$ cat config.mk
export PLATFORM = sky130hd
export DESIGN_NAME = bb3_ctrl
export DESIGN_NICKNAME = d
export VERILOG_FILES = /design/src/rtl/bb3_pkg.sv /design/src/rtl/bb3_ctrl.sv
export SDC_FILE = /design/constraint.sdc
export NUM_CORES = 1
export LEC_CHECK = 0
export ABC_CLOCK_PERIOD_IN_PS = 7150
export BUFFER_PORTS_ARGS = -buffer_cell sky130_fd_sc_hd__buf_2
export CORE_MARGIN = 2
export CORE_UTILIZATION = 50
export CTS_BUF_LIST = sky130_fd_sc_hd__clkbuf_16
export DETAILED_ROUTE_END_ITERATION = 8
export GPL_TIMING_DRIVEN = 0
export PLACE_DENSITY_LB_ADDON = 0.1
export SETUP_SLACK_MARGIN = 0.02
export SKIP_LAST_GASP = 1
export SYNTH_ARGS = -nofsm -noshare
export SYNTH_HDL_FRONTEND = slang
export SYNTH_SLANG_ARGS = --single-unit
$ cat constraint.sdc
create_clock -name clk -period 7.15 [get_ports clk]
set_input_delay 0.3575 -clock clk [delete_from_list [all_inputs] [get_ports clk]]
set_output_delay 0.3575 -clock clk [all_outputs]
set_load 0.005 [all_outputs]
$ cat src/rtl/bb3_pkg.sv
// Shared types, constants and the reciprocal table for the 3x3 box blur block.
// Used by the controller, the datapath, the rounding divider and the checker.
// Depends on nothing else.
`default_nettype none

package bb3_pkg;

	localparam int PIX_W       = 8;
	localparam int POS_W       = 10;
	localparam int CFG_W       = 11;
	localparam int SUM_W       = 12;
	localparam int CNT_W       = 4;
	localparam int RECIP_W     = 20;
	localparam int RECIP_SHIFT = 20;

	localparam int DEF_MAX_WIDTH  = 1024;
	localparam int DEF_MAX_HEIGHT = 1024;

	typedef logic [0:0] reg_idx_t;
	localparam reg_idx_t REG_FRAME_WIDTH  = 1'b0;
	localparam reg_idx_t REG_FRAME_HEIGHT = 1'b1;

	typedef logic [0:0] kind_t;
	localparam kind_t KIND_PIXEL = 1'b0;
	localparam kind_t KIND_FLUSH = 1'b1;

	typedef struct packed {
		logic [PIX_W-1:0] red;
		logic [PIX_W-1:0] green;
		logic [PIX_W-1:0] blue;
	} pix_t;

	// One line memory entry: the row two above and the row just above.
	typedef struct packed {
		pix_t older;
		pix_t prev;
	} line_t;

	typedef struct packed {
		logic [PIX_W-1:0] red;
		logic [PIX_W-1:0] green;
		logic [PIX_W-1:0] blue;
		logic [POS_W-1:0] row;
		logic [POS_W-1:0] col;
		logic             last;
	} res_t;

	typedef struct packed {
		logic             rd_en;
		logic             wr_en;
		logic             load_pix;
		logic             shift_in;
		logic             sum_en;
		logic             sum_shift;
		logic [2:0]       col_v;
		logic             top;
		logic             bottom;
		logic [POS_W-1:0] row;
		logic [POS_W-1:0] col;
		logic             last;
	} dp_cmd_t;

	typedef struct packed {
		logic sum_ready;
	} dp_stat_t;

	// ceil(2^20 / (2*count)); exact floor division for numerators below 2^13.
	function automatic logic [RECIP_W-1:0] recip_m(input logic [CNT_W-1:0] cnt);
		logic [RECIP_W-1:0] m;
		case (cnt)
			4'd1:    m = 20'd524288;
			4'd2:    m = 20'd262144;
			4'd3:    m = 20'd174763;
			4'd4:    m = 20'd131072;
			4'd6:    m = 20'd87382;
			4'd9:    m = 20'd58255;
			default: m = '0;
		endcase
		return m;
	endfunction

endpackage

`default_nettype wire

$ cat src/rtl/bb3_ctrl.sv
// Controller of the box blur: frame counters, size registers and the sequencer
// that issues commands to bb3_dp. Depends on bb3_pkg.
`default_nettype none

module bb3_ctrl
	import bb3_pkg::*;
#(
	parameter int MAX_WIDTH  = DEF_MAX_WIDTH,
	parameter int MAX_HEIGHT = DEF_MAX_HEIGHT,
	localparam int AW  = (MAX_WIDTH > 1) ? $clog2(MAX_WIDTH) : 1,
	localparam int CW  = $clog2(MAX_WIDTH + 1),
	localparam int CW1 = CW + 1,
	localparam int HW  = $clog2(MAX_HEIGHT + 1)
) (
	input  logic             clk,
	input  logic             arst_n,
	input  logic             in_valid,
	output logic             in_ready,
	input  kind_t            kind,
	input  logic             cfg_valid,
	output logic             cfg_ready,
	input  reg_idx_t         cfg_index,
	input  logic [CFG_W-1:0] cfg_data,
	input  dp_stat_t         stat,
	output dp_cmd_t          cmd,
	output logic [AW-1:0]    mem_addr
);

	typedef enum logic [2:0] {
		S_IDLE,
		S_PRD,
		S_EMA,
		S_EMB,
		S_FR0,
		S_FR1,
		S_FR2,
		S_FEM
	} state_t;

	state_t         state_q, state_d;
	logic [CW-1:0]  w_q, col_q, drain_q;
	logic [HW-1:0]  h_q, row_q;
	logic [CW-1:0]  cfg_w_eff;
	logic [HW-1:0]  cfg_h_eff;
	logic           in_acc, cfg_acc;
	logic           row_in, col_in, col_last;
	logic           row_ge1, row_ge2, col_ge1, col_ge2, h_ge2;
	logic [CW-1:0]  d_eff, d_dec;
	logic [CW1-1:0] d_inc;
	logic           d_ge1, d_last;
	logic           fin_pix, fin_flush;

	assign in_ready  = (state_q == S_IDLE) && !cfg_valid;
	assign cfg_ready = (state_q == S_IDLE);
	assign in_acc    = in_valid && in_ready;
	assign cfg_acc   = cfg_valid && cfg_ready;

	// A size of zero counts as one; a size above the maximum is clamped.
	always_comb begin
		if (cfg_data == '0) begin
			cfg_w_eff = CW'(1);
			cfg_h_eff = HW'(1);
		end else begin
			cfg_w_eff = (32'(cfg_data) > MAX_WIDTH)  ? CW'(MAX_WIDTH)  : CW'(cfg_data);
			cfg_h_eff = (32'(cfg_data) > MAX_HEIGHT) ? HW'(MAX_HEIGHT) : HW'(cfg_data);
		end
	end

	assign row_in   = row_q < h_q;
	assign col_in   = col_q < w_q;
	assign col_last = ({1'b0, col_q} + CW1'(1)) >= {1'b0, w_q};
	assign row_ge1  = row_q != '0;
	assign row_ge2  = row_q > HW'(1);
	assign col_ge1  = col_q != '0;
	assign col_ge2  = col_q > CW'(1);
	assign h_ge2    = h_q > HW'(1);

	assign d_eff  = (drain_q >= w_q) ? (w_q - CW'(1)) : drain_q;
	assign d_dec  = d_eff - CW'(1);
	assign d_inc  = {1'b0, d_eff} + CW1'(1);
	assign d_ge1  = d_eff != '0;
	assign d_last = d_inc >= {1'b0, w_q};

	always_comb begin
		state_d   = state_q;
		cmd       = '0;
		mem_addr  = col_q[AW-1:0];
		fin_pix   = 1'b0;
		fin_flush = 1'b0;
		case (state_q)
			S_IDLE: begin
				if (in_acc) begin
					if (kind == KIND_PIXEL) begin
						// Pixels beyond the last row are dropped.
						if (row_in && col_in) begin
							cmd.rd_en    = 1'b1;
							cmd.load_pix = 1'b1;
							state_d      = S_PRD;
						end
					end else if (!row_in) begin
						cmd.rd_en = 1'b1;
						mem_addr  = d_ge1 ? d_dec[AW-1:0] : '0;
						state_d   = S_FR0;
					end
				end
			end
			S_PRD: begin
				cmd.shift_in = 1'b1;
				cmd.wr_en    = 1'b1;
				if (row_ge1 && col_ge1) begin
					state_d = S_EMA;
				end else if (row_ge1 && col_last) begin
					state_d = S_EMB;
				end else begin
					fin_pix = 1'b1;
					state_d = S_IDLE;
				end
			end
			S_EMA: begin
				cmd.top    = row_ge2;
				cmd.bottom = 1'b1;
				cmd.col_v  = {1'b1, 1'b1, col_ge2};
				cmd.row    = POS_W'(row_q - HW'(1));
				cmd.col    = POS_W'(col_q - CW'(1));
				if (stat.sum_ready) begin
					cmd.sum_en = 1'b1;
					if (col_last) begin
						state_d = S_EMB;
					end else begin
						fin_pix = 1'b1;
						state_d = S_IDLE;
					end
				end
			end
			S_EMB: begin
				// Right edge: the two newest columns, nothing beyond them.
				cmd.sum_shift = 1'b1;
				cmd.top       = row_ge2;
				cmd.bottom    = 1'b1;
				cmd.col_v     = {1'b0, 1'b1, col_ge1};
				cmd.row       = POS_W'(row_q - HW'(1));
				cmd.col       = POS_W'(col_q);
				if (stat.sum_ready) begin
					cmd.sum_en = 1'b1;
					fin_pix    = 1'b1;
					state_d    = S_IDLE;
				end
			end
			S_FR0: begin
				cmd.shift_in = 1'b1;
				cmd.rd_en    = 1'b1;
				mem_addr     = d_eff[AW-1:0];
				state_d      = S_FR1;
			end
			S_FR1: begin
				cmd.shift_in = 1'b1;
				cmd.rd_en    = 1'b1;
				mem_addr     = d_inc[AW-1:0];
				state_d      = S_FR2;
			end
			S_FR2: begin
				cmd.shift_in = 1'b1;
				state_d      = S_FEM;
			end
			S_FEM: begin
				cmd.top    = h_ge2;
				cmd.bottom = 1'b0;
				cmd.col_v  = {!d_last, 1'b1, d_ge1};
				cmd.row    = POS_W'(h_q - HW'(1));
				cmd.col    = POS_W'(d_eff);
				cmd.last   = d_last;
				if (stat.sum_ready) begin
					cmd.sum_en = 1'b1;
					fin_flush  = 1'b1;
					state_d    = S_IDLE;
				end
			end
			default: begin
				state_d = S_IDLE;
			end
		endcase
	end

	always_ff @(posedge clk or negedge arst_n) begin
		if (!arst_n) begin
			state_q <= S_IDLE;
			w_q     <= CW'(1);
			h_q     <= HW'(1);
			col_q   <= '0;
			row_q   <= '0;
			drain_q <= '0;
		end else begin
			state_q <= state_d;
			if (cfg_acc) begin
				case (cfg_index)
					REG_FRAME_WIDTH:  w_q <= cfg_w_eff;
					REG_FRAME_HEIGHT: h_q <= cfg_h_eff;
					default: ;
				endcase
				col_q   <= '0;
				row_q   <= '0;
				drain_q <= '0;
			end else if (fin_pix) begin
				if (col_last) begin
					col_q <= '0;
					row_q <= row_q + HW'(1);
				end else begin
					col_q <= col_q + CW'(1);
				end
			end else if (fin_flush) begin
				// The last pixel of the drain starts a new frame.
				if (d_last) begin
					col_q   <= '0;
					row_q   <= '0;
					drain_q <= '0;
				end else begin
					drain_q <= d_inc[CW-1:0];
				end
			end
		end
	end

endmodule

`default_nettype wire

== Yosys cells after proc, flatten, opt, wreduce, memory -nomap -nowiden ==
Cells that the tools add are included.
Operators by class
  shifts and indexed selects: 0
  bitwise operators: 1
  $mul: 0
  add/sub/neg operators: 9
  divide/modulo/power cells: 0
  order comparisons: 9
  equal/unequal tests: 14
  multiplexer cells: 51
  reductions and logical operators: 26
Operators with widths (number)
  $mux 11: 15
  $pmux 25 s3: 1
  $mux 10: 4
  $sub 10x1->10 const B: 4
  $gt 11x1->1 const B: 3
  $reduce_bool 11->1: 3
  $pmux 10 s3: 1
  $add 11x1->12 const B: 2
  $ge 12x11->1: 2
  $add 11x1->11 const B: 2
  $lt 11x11->1: 2
  $mux 3: 7
  $pmux 3 s7: 1
  $mux 1: 18
  $eq 3x3->1 const B: 4
  $ge 11x11->1: 1
  $gt 11x11->1 const B: 1
  $logic_not 11->1: 1
  $sub 11x1->11 const B: 1
  $reduce_and 2->1: 4
  $eq 3x2->1 const B: 2
  $logic_and 1x1->1: 6
  $ne 3x3->1 const B: 2
  $reduce_bool 3->1: 2
  other kinds (16): 21
Word-level totals
  word-level logic and storage cells: 116
  bits in writable memories: 0
  bits in registers: 58
  output and inout port bits: 44
  bits of input ports: 18
  memories: 0
  ROM bits: 0
  bits in latches: 0

== Depth between registers and ports, before layout ==
  word-level depth: 8
  gate-level depth with buffers: 24
  mapped depth without buffers: 20

== Worst setup path after synthesis ==
No wires, ideal clock.
  path type: register to output
  start point: reg w_q[7]
  end point: out cmd[25] (netlist bit)
  required time: 6.793 ns
  cell stages (with the launch flop): 22
  arrival time: 4.543 ns
  buffers on the path: 2
  path slack: 2.249 ns
  cells stage by stage: dfrtp_1 -> clkbuf_1 -> inv_1 -> ha_1 -> nand4_1 -> a21oi_1 -> nor3_1 -> nand2_1 -> clkbuf_1 -> a21oi_1 -> ha_1 -> and2_1 -> and2_1 -> a32o_1 -> nand3_1 -> xnor2_1 -> ha_1 -> and3_1 -> a221o_1 -> a221oi_4 -> nor2b_1 -> o21a_1
RTL lines
  from (decl): line bb3_ctrl.sv:41  | logic [CW-1:0] w_q, col_q, drain_q;
  from (signal assigned): line bb3_ctrl.sv:196  | REG_FRAME_WIDTH: w_q <= cfg_w_eff;
  to (decl): line bb3_ctrl.sv:25  | output dp_cmd_t cmd,

==> impl_metrics.env <==
export IMPL_outcome="complete, no violations"
export IMPL_drtIter0Drc=783
export IMPL_antenna_found_initial=0
export IMPL_slew_violations=0
export IMPL_hold_violations=0
export IMPL_cts_tree="built"
export IMPL_vdd_drop_max_v=0.000216
export IMPL_async_flop_share_pct=100
export IMPL_synth_area_leaders="dfrtp_1 21%, ha_1 12%, xnor2_1 6.6%"
export IMPL_cts_sinks=58
export IMPL_synth_most_common_cell="nor2_1"
export IMPL_ios=62
export IMPL_nets=999
export IMPL_slew_limit_headroom_pct=47.5
export IMPL_finalWeightedCongestion=0.986
export IMPL_grt_max_degree=59
export IMPL_grt_pass1_vias=6808
export IMPL_yosysSeqAreaShare_pct=21.8
export IMPL_setup_violations=0
export IMPL_drt_pass1_iter_count=6
export IMPL_met1Wirelength_mm=10.2
export IMPL_min_delay_path_class="in2async"
export IMPL_ant_nets=0
export IMPL_synthCells=843
export IMPL_highest_layer="met4"
export IMPL_htree_levels=3
export IMPL_cp_max_fo=10
export IMPL_power_density_nw_per_um2=432
export IMPL_skew_ps=8.44
export IMPL_period_minus_slack_ps=6730
export IMPL_final_cells=1096
export IMPL_clkTransAtPathRegs_ps=60
export IMPL_ys_warn_count=0
export IMPL_vias_per_cell=6.47
export IMPL_io_buffer_count=61
export IMPL_cts_inserted_buffers=9
export IMPL_drive_above_1_share_pct=12.7
export IMPL_avgSynthCellArea_sq_um=7.90
export IMPL_synth_common_cells="69 x nor2_1, 67 x nand2_1, 66 x ha_1, 56 x dfrtp_1, 50 x xnor2_1"
export IMPL_synth_nets=927
export IMPL_track_usage_pct=34.4
export IMPL_maxCapViolations=0
export IMPL_synth_edf_count=0
export IMPL_critPathRequiredTime_ps=6790
export IMPL_dp_cells=1080
export IMPL_start_util_pct=50.7
export IMPL_clk_latency_ps=340
export IMPL_postCtsSetupBuffers=0
export IMPL_start_kind="flip-flop"
export IMPL_synth_ff_type="dfrtp_1"
export IMPL_cts_max_path_buffers=2
export IMPL_rsz0062_at_grt="false"
export IMPL_syn_area_sq_um=6660
export IMPL_grt_pass1_wl_mm=37.9
export IMPL_crit_arrival_ps=6370
export IMPL_worst_pin_slew_ps=768
export IMPL_area_growth_pct=12.6
export IMPL_routed_wl_mm=24.2
export IMPL_fp_dieW_um=119
export IMPL_cts_root_buf="clkbuf_16"
export IMPL_dr_wl_met3_mm=2.02
export IMPL_p_leak_nw=3.36
export IMPL_ys_seq_elements=58
export IMPL_hpwl_mm=18.8
export IMPL_wl_per_cell_um=22.1
export IMPL_ys_types=86
export IMPL_finalCritPeriodShare_pct=94.1
export IMPL_num_vias=7096
export IMPL_die_area_sq_um=14300
export IMPL_rows=42
export IMPL_overflow=0
export IMPL_synth_top_area_share_pct=21.0
export IMPL_max_freq_ghz=0.149
export IMPL_wl_met2_mm=11.0
export IMPL_finalSetupTns_ps=0
export IMPL_yosys_area_top_type="dfrtp_1"
export IMPL_die_height_um=119
export IMPL_critPathKind="reg2out"
export IMPL_endpoint_kind="output pin"
export IMPL_n_antenna_cell=0
export IMPL_coreArea_sq_um=13100
export IMPL_drc=0
export IMPL_cts_hold_buf=0
[state kept, by name (all words and copies together) (netlist names)]
signal	count
col_q	11
w_q	11
drain_q	11
row_q	11
state_q	3
h_q	11
[layout make-up]
| type | count | area, sq um |
|---|---|---|
| Buffer | 53 | 231 |
| Clock buffer | 9 | 225 |
| Clock inverter | 7 | 77.6 |
| Fill cell | 1262 | 5640 |
| Inverter | 40 | 150 |
| Multi-Input combinational cell | 692 | 4830 |
| Sequential cell | 58 | 1450 |
| Tap cell | 176 | 220 |
| Timing Repair Buffer | 61 | 308 |
[layer usage]
layer	track usage (%)	up-vias
li1	-	3259
met1	46.5	3381
met2	54.8	374
met3	5.80	82
met4	14.0	0
met5	0	-
[layout by cell type, fill, tap and decap left out, drive strengths merged, types with 10 or more instances in the layout]
cell    synthesis  layout
ha             66      66
nand4          10      10
xnor2          51      51
nand3          24      24
a21oi          36      36
nand2          68      68
buf            11      72
nand2b         17      17
o21ai          57      57
and3           15      15
nor3           39      39
o211ai         12      12
nor4           15      15
a22o           17      17
a21o           12      12
inv            40      41
o22ai          25      25
clkbuf         42      51
xor2           15      15
nor2           69      69
or3            10      10
dfrtp          56      56
mux2i          13      13
[repair_timing]
item,in CTS,in global routing
setup endpoints to repair,0,12
resized for setup,0,4
endpoints found under the hold margin,0,0
[power breakdown]
group	switching, mW	total (mW)	leakage (nW)	internal [mW]
sequential	0.124	0.534	0.775	0.410
combinational	1.43	2.26	2.45	0.828
clock	0.175	0.446	0.134	0.271
total	1.73	3.24	3.36	1.51
[kinds of logic after synthesis]
kind of cell               share of synthesized area [%]
and+or+nand+nor                                     23.1
buffers and inverters                               5.71
AOI/OAI and AO/OA                                   25.0
muxes                                               3.14
DFF                                                 21.8
adders and majority gates                           12.4
xor gates and xnor gates                            8.79
[through the flow]
| step | setup WS (ps) | util [%] | hold WS, ps | area [sq um] | power, mW |
|---|---|---|---|---|---|
| floorplan | 2250 | - | 61.9 | 6660 | 2.02 |
| global placement | 563 | 54.7 | 514 | 7180 | 2.68 |
| detailed placement | 486 | 54.7 | 524 | 7180 | 2.72 |
| CTS | 224 | 57.0 | 299 | 7490 | 3.18 |
| global route | 69.1 | 57.1 | 158 | 7500 | 3.46 |
| finish | 421 | 57.1 | 91.8 | 7500 | 3.24 |
[final timing paths]
check,startpoint,end,slack (ps),cells after the start
max reg2reg,w_q[7],drain_q[5],600,23
max,w_q[7],cmd[25],420,23
min,arst_n,h_q[4],90,1
min reg2reg,h_q[9],h_q[9],540,2
max in group asynchronous,arst_n,col_q[7],6520,1
min in group clk,stat,state_q[1],310,2
[worst max-delay path, stage by stage (launching register included)]
cell,delay (ps)
dfrtp_1,320
clkbuf_1,270
inv_1,270
ha_1,360
nand4_1,120
nor2_1,300
o221ai_1,400
nand2_2,320
clkbuf_2,350
o21ai_1,250
inv_1,110
ha_1,310
nand2_1,80
a21oi_1,250
a32o_1,340
nand3_1,130
xnor2_1,250
ha_1,300
and3_1,160
a221o_1,320
a221oi_4,390
nor2b_1,190
o21a_1,120
buf_2,110
No activity file was read; power rests on OpenSTA's default activity.
